### config.mk
export PLATFORM = sky130hd
export DESIGN_NAME = running_median_filter_top
export DESIGN_NICKNAME = d
export VERILOG_FILES = /design/src/design/rmf_pkg.sv /design/src/design/running_median_filter_top.sv
export SDC_FILE = /design/constraint.sdc
export NUM_CORES = 1
export LEC_CHECK = 0
export ABC_AREA = 1
export BUFFER_PORTS_ARGS = -buffer_cell sky130_fd_sc_hd__buf_4
export CAP_MARGIN = 25
export CORE_ASPECT_RATIO = 1.4
export CORE_MARGIN = 10
export CORE_UTILIZATION = 34
export DETAILED_ROUTE_END_ITERATION = 8
export SLEW_MARGIN = 10
export SYNTH_ARGS = -nofsm -noshare
export SYNTH_HDL_FRONTEND = slang
export SYNTH_SLANG_ARGS = --single-unit
### constraint.sdc
create_clock -name clk -period 6.8 [get_ports clk]
set_input_delay 0.68 -clock clk [delete_from_list [all_inputs] [get_ports clk]]
set_output_delay 0.68 -clock clk [all_outputs]
set_load 0.05 [all_outputs]
### src/design/rmf_pkg.sv
// Package for the running median filter: widths, window limits, state type
// and the modular pointer helper. No dependencies.
package rmf_pkg;

	localparam int SAMPLE_W   = 16;
	localparam int REQ_W      = 6;
	localparam int MAX_WINDOW = 15;
	localparam int PTR_W      = $clog2(MAX_WINDOW);
	localparam int CNT_W      = $clog2(MAX_WINDOW + 1);
	localparam int SUM_W      = CNT_W + 1;

	localparam int MIN_WINDOW = 3;
	localparam int WIN_CAP    = (MAX_WINDOW % 2 == 1) ? MAX_WINDOW : MAX_WINDOW - 1;

	localparam logic [REQ_W-1:0] REQ_RESET = REQ_W'(5);

	typedef enum logic [4:0] {
		ST_IDLE  = 5'b00001,
		ST_WRITE = 5'b00010,
		ST_LOAD  = 5'b00100,
		ST_SCAN  = 5'b01000,
		ST_CHECK = 5'b10000
	} state_t;

	// Adds an offset below MAX_WINDOW to a slot index, wrapping around the store.
	function automatic logic [PTR_W-1:0] wrap_add(input logic [PTR_W-1:0] ptr,
			input logic [CNT_W-1:0] ofs);
		logic [SUM_W-1:0] sum;
		sum = SUM_W'(ptr) + SUM_W'(ofs);
		if (sum >= SUM_W'(MAX_WINDOW)) begin
			sum = sum - SUM_W'(MAX_WINDOW);
		end
		return sum[PTR_W-1:0];
	endfunction

endpackage

### src/design/running_median_filter_top.sv
// Running median filter: circular sample store and a sequencer that selects
// the median with one shared compare unit. Depends on rmf_pkg.
// Sequence: an accepted sample is written into the store; then each candidate in
// turn is loaded, compared against all held samples and checked, until the median
// is found, after at most held tries (held: sample count after insertion, up to 15).
// One item at a time: the input is not ready until the result is loaded into
// the output register, which waits while an earlier result is still stalled.
// Reset (arst_n low, asynchronous) empties the window and sets the request to 5.
module running_median_filter_top (
	input  logic        clk,
	input  logic        arst_n,
	input  logic        s_axis_tvalid,
	output logic        s_axis_tready,
	input  logic [15:0] s_axis_tdata,  // [15:0] sample
	output logic        m_axis_tvalid,
	input  logic        m_axis_tready,
	output logic [15:0] m_axis_tdata,  // [15:0] median
	input  logic        cfg_valid,
	output logic        cfg_ready,
	input  logic [5:0]  cfg_data
);

	rmf_pkg::state_t state_q;

	logic [rmf_pkg::REQ_W-1:0]    req_q;
	logic [rmf_pkg::SAMPLE_W-1:0] store_q [rmf_pkg::MAX_WINDOW];
	logic [rmf_pkg::SAMPLE_W-1:0] sample_q;
	logic [rmf_pkg::SAMPLE_W-1:0] cand_q;
	logic [rmf_pkg::SAMPLE_W-1:0] median_q;
	logic                         out_valid_q;
	logic [rmf_pkg::CNT_W-1:0]    held_q;
	logic [rmf_pkg::PTR_W-1:0]    oldest_q;
	logic [rmf_pkg::PTR_W-1:0]    cand_ptr_q;
	logic [rmf_pkg::PTR_W-1:0]    scan_ptr_q;
	logic [rmf_pkg::CNT_W-1:0]    scan_cnt_q;
	logic [rmf_pkg::CNT_W-1:0]    lt_q;
	logic [rmf_pkg::CNT_W-1:0]    eq_q;

	logic [rmf_pkg::REQ_W-1:0]    req_odd;
	logic [rmf_pkg::REQ_W-1:0]    win_full;
	logic [rmf_pkg::CNT_W-1:0]    win;
	logic [rmf_pkg::CNT_W-1:0]    drop;
	logic [rmf_pkg::PTR_W-1:0]    rd_ptr;
	logic [rmf_pkg::SAMPLE_W-1:0] rd_data;
	logic [rmf_pkg::CNT_W-1:0]    mid;
	logic [rmf_pkg::SUM_W-1:0]    lt_eq;
	logic                         found;
	logic                         in_acc;
	logic                         res_load;

	assign cfg_ready     = 1'b1;
	assign s_axis_tready = (state_q == rmf_pkg::ST_IDLE);
	assign m_axis_tvalid = out_valid_q;
	assign m_axis_tdata  = median_q;
	assign in_acc        = s_axis_tvalid && s_axis_tready;

	always_comb begin
		req_odd = req_q | rmf_pkg::REQ_W'(1);
		if (req_odd < rmf_pkg::REQ_W'(rmf_pkg::MIN_WINDOW)) begin
			win_full = rmf_pkg::REQ_W'(rmf_pkg::MIN_WINDOW);
		end else if (req_odd > rmf_pkg::REQ_W'(rmf_pkg::WIN_CAP)) begin
			win_full = rmf_pkg::REQ_W'(rmf_pkg::WIN_CAP);
		end else begin
			win_full = req_odd;
		end
		win  = win_full[rmf_pkg::CNT_W-1:0];
		drop = held_q - win + rmf_pkg::CNT_W'(1);
	end

	assign rd_ptr   = (state_q == rmf_pkg::ST_LOAD) ? cand_ptr_q : scan_ptr_q;
	assign rd_data  = store_q[rd_ptr];
	assign mid      = held_q >> 1;
	assign lt_eq    = rmf_pkg::SUM_W'(lt_q) + rmf_pkg::SUM_W'(eq_q);
	assign found    = (lt_q <= mid) && (rmf_pkg::SUM_W'(mid) < lt_eq);
	assign res_load = (state_q == rmf_pkg::ST_CHECK) && found && (!out_valid_q || m_axis_tready);

	always_ff @(posedge clk or negedge arst_n) begin
		if (!arst_n) begin
			req_q <= rmf_pkg::REQ_RESET;
		end else if (cfg_valid && cfg_ready) begin
			req_q <= cfg_data;
		end
	end

	always_ff @(posedge clk) begin
		if (state_q == rmf_pkg::ST_WRITE) begin
			store_q[rmf_pkg::wrap_add(oldest_q, held_q)] <= sample_q;
		end
		if (in_acc) begin
			sample_q <= s_axis_tdata;
		end
		if (state_q == rmf_pkg::ST_LOAD) begin
			cand_q <= rd_data;
		end
		if (res_load) begin
			median_q <= cand_q;
		end
	end

	always_ff @(posedge clk or negedge arst_n) begin
		if (!arst_n) begin
			state_q     <= rmf_pkg::ST_IDLE;
			out_valid_q <= 1'b0;
			held_q      <= '0;
			oldest_q    <= '0;
			cand_ptr_q  <= '0;
			scan_ptr_q  <= '0;
			scan_cnt_q  <= '0;
			lt_q        <= '0;
			eq_q        <= '0;
		end else begin
			if (res_load) begin
				out_valid_q <= 1'b1;
			end else if (m_axis_tready) begin
				out_valid_q <= 1'b0;
			end
			case (state_q)
				rmf_pkg::ST_IDLE: begin
					if (in_acc) begin
						if (held_q >= win) begin
							oldest_q <= rmf_pkg::wrap_add(oldest_q, drop);
							held_q   <= win - rmf_pkg::CNT_W'(1);
						end
						state_q <= rmf_pkg::ST_WRITE;
					end
				end
				rmf_pkg::ST_WRITE: begin
					held_q     <= held_q + rmf_pkg::CNT_W'(1);
					cand_ptr_q <= oldest_q;
					state_q    <= rmf_pkg::ST_LOAD;
				end
				rmf_pkg::ST_LOAD: begin
					scan_ptr_q <= oldest_q;
					scan_cnt_q <= '0;
					lt_q       <= '0;
					eq_q       <= '0;
					state_q    <= rmf_pkg::ST_SCAN;
				end
				rmf_pkg::ST_SCAN: begin
					if (rd_data < cand_q) begin
						lt_q <= lt_q + rmf_pkg::CNT_W'(1);
					end
					if (rd_data == cand_q) begin
						eq_q <= eq_q + rmf_pkg::CNT_W'(1);
					end
					scan_ptr_q <= rmf_pkg::wrap_add(scan_ptr_q, rmf_pkg::CNT_W'(1));
					scan_cnt_q <= scan_cnt_q + rmf_pkg::CNT_W'(1);
					if (scan_cnt_q == held_q - rmf_pkg::CNT_W'(1)) begin
						state_q <= rmf_pkg::ST_CHECK;
					end
				end
				rmf_pkg::ST_CHECK: begin
					if (found) begin
						if (res_load) begin
							state_q <= rmf_pkg::ST_IDLE;
						end
					end else begin
						cand_ptr_q <= rmf_pkg::wrap_add(cand_ptr_q, rmf_pkg::CNT_W'(1));
						state_q    <= rmf_pkg::ST_LOAD;
					end
				end
				default: begin
					state_q <= rmf_pkg::ST_IDLE;
				end
			endcase
		end
	end

endmodule

==> out/qor.txt <==
CTS H-tree lvls: 1
Final Slew Violations: 0
Measured slew at the worst slew-check pin: 812.3 ps
Drt first pass iters: 6
Port Buffers: 43
Dominant cell type by count on the critical path: nand2_1
Post-Syn Nets: 1455
Worst min path class: in -> async
VDD IR-drop max: 0.0002203 V
Period minus WS final: 4723 ps
Setup Skew: 18.11 ps
Post-route ant nets: 0
Count of final setup violators: 0
Pwr Density: 432.8 mW/mm²
Core area: 0.04313 mm²
Crit. End Element: flip-flop
First-pass GRT wire length: 56190 µm
Die height: 267.3 µm
Cell with the most instances after synthesis: nand2_1
Initial Utilization: 0.3445
Via count: 9896
CP Launch Type: flip-flop
Relative slew slack: 0.4564
Total chip power: 7.242 mW
R2R depth: 20
Static leakage: 6.722 nW
Yosys warnings: 0
R2R Path Start: cand_ptr_q[0]
RR Endpoint: lt_q[3]
Post-synth cell types: 40
CP Launch Point: cand_ptr_q[0]
Syn Area/Cell: 10.81 µm²
Core Rows: 90
Initial drt markers: 827
DRC violations left: 0
Synth Flop Type: edfxtp_1
Status: finished, final reports clean
Routability Congestion: 0.8244
Commonest cells post-synth: nand2_1, nand3_1, edfxtp_1, inv_1, nor2_1
Post-CTS Resized: 0
Total congestion overflow: 0
Postcts setup bufs: 0
Nets: 1509
CTS sink cnt: 327
Setup TNS: 0 ps
Routed len/inst: 18.28 µm
Worst Path Required: 7310 ps
Worst R2R Setup Slack: 2080 ps
Routed wire length: 36600 µm
Asr flop ratio synth: 0.1193
Via density per instance: 4.943
Maxcap violations: 0
Number of flops mapped to enable cells by yosys: 288
Largest net degree at the start of global routing: 64
Fin. Hold Viols: 0
ANT cells: 0
Post-DP HPWL: 22790 µm
Area added between synthesis and finish: 12.64%
CP cell instances: inv_1, nand4_1, nand2_2, buf_4, nand2_1, nand3_1, nand3_1, nand3_1, nand2_1, inv_1, ha_1, nand2_1, inv_1, nand3_1, a31oi_1, nor3_1, nand2_1, nand2_1, nand2_1, nand2_1
Worst setup endpoint: lt_q[3]
Largest area contributor in the netlist: edfxtp_1
Vias in the first global route: 9611
Post-Synthesis Cell Area: 0.01486 mm²
CTS Root Buffer Type: clkbuf_16
Post-synthesis sequential area ratio: 0.6480
Total track usage: 0.1367
CP max stage delay: 870 ps
CP max stage cell: nand2_2
RSZ-0062 raised after global routing: false
Worst EP arrival: 5230 ps
CP Class: reg -> reg
Inserted Clock Buffers: 30
Top cell type's share of synthesized area: 0.5821
Yosys reg bits: 327
Synth Instances: 1374
Layout cell share with drive strength beyond 1: 0.09793
Die Span X: 196.7 µm
Antenna violations before repair: 0
CTS clk-pin slew, worst paths: 70 ps
Fmax: 0.2117 GHz
CTS tree: done
Clk_lat worst skew: 560 ps
Die area: 0.05258 mm²
Hold_buf cts: 0
Ports: 46
Synth area leaders: edfxtp_1, nand3_1, nand2_1
Worst-path fanout max: 34
Clock Tree Buf Depth: 3
Tcrit/Tclk final: 0.6945
-- per-layer routing --
layer / vias up / GRT usage / part of all wire
li1: 4824 / - / -
met1: 4748 / 0.1639 / 0.40
met2: 267 / 0.2430 / 0.51
met3: 57 / 0.01489 / 0.050
met4: 0 / 0.05808 / 0.035
met5: - / 0 / 0
-- where the power goes --
group,leakage (nW),internal [mW],switching (mW)
registers,3.09,2.51,0.219
logic,3.20,0.924,2.05
clock network,0.425,0.830,0.708
-- state kept, by name (all words and copies together) (netlist names) --
register       count
store_q          240
cand_q            16
m_axis_tdata      16
sample_q          16
req_q              5
state_q            5
cand_ptr_q         4
eq_q               4
held_q             4
lt_q               4
oldest_q           4
scan_cnt_q         4
scan_ptr_q         4
m_axis_tvalid      1
-- cell type report --
type,count,area [µm²]
clock buffer,39,805.8
inverter,137,514.2
fill,4109,26390
clock inverter,15,72.57
multi-input combinational,860,4472
tap,552,690.7
timing repair buffer,72,553.0
sequential,327,9627
-- logic make-up (layout without fill, tap and decap cells) --
family                     count (synthesis)  count (layout)  synth area share
adders and majority gates                 54              54           0.04750
xor gates and xnor gates                  17              17           0.01002
DFF                                      327             327            0.6480
buffers and inverters                    187             263           0.05205
muxes                                      4               4          0.003032
AOI/OAI and AO/OA                         68              68           0.02712
other                                      1               1         0.0002524
and+or+nand+nor                          716             716            0.2121
-- stage by stage --
stage	std cells	util	instance area [µm²]	hold slack, ps	worst slack (ps)
5_1_grt	2002	0.3880	16730	116.5	1654
4_1_cts	2002	0.3880	16730	94.24	2068
3_5_place_dp	1948	0.3677	15860	439.4	2088
6_report	2002	0.3880	16730	91.08	2077
3_3_place_gp	1946	0.3670	15830	438.6	2244
2_1_floorplan	1374	-	14860	384.4	3692
-- worst max-delay path, delay by kind of cell (launching register included) --
family / cells / cell delay (ps)
simple gates: 14 / 3030
buf+inv: 4 / 820
compound gates: 1 / 100
fa+ha+maj: 1 / 230
flops: 1 / 450
-- cell usage in the layout (no fill, tap or decap), drive strengths merged --
cell type  netlist  final
a211oi           1      1
a21o             1      1
a21oi           21     21
a22oi            1      1
a31oi            2      2
and3             1      1
buf             42     72
clkbuf           8     39
clkinv           0     13
clkinvlp         0      3
conb             1      1
dfrtp           37     37
dfstp            2      2
edfxtp         288    288
fa               4      4
ha              50     50
inv            137    136
mux2             4      4
nand2          346    346
nand3          296    296
nand3b           4      4
nand4            9      9
nor2            55     55
nor3             2      2
o211ai           4      4
o21ai           30     30
o21bai           3      3
o22ai            3      3
o31ai            2      2
or2              3      3
xnor2            7      7
xor2            10     10
-- worst min-delay path by stage --
stage / to / cells after the start
finish: req_q[1] / 1
global route: req_q[5] / 1
CTS: req_q[5] / 1
detailed placement: m_axis_tdata[2] / 0
global placement: m_axis_tdata[11] / 0
floorplan: cand_ptr_q[0] / 0
Note: power is estimated with default switching activity, not from simulation.
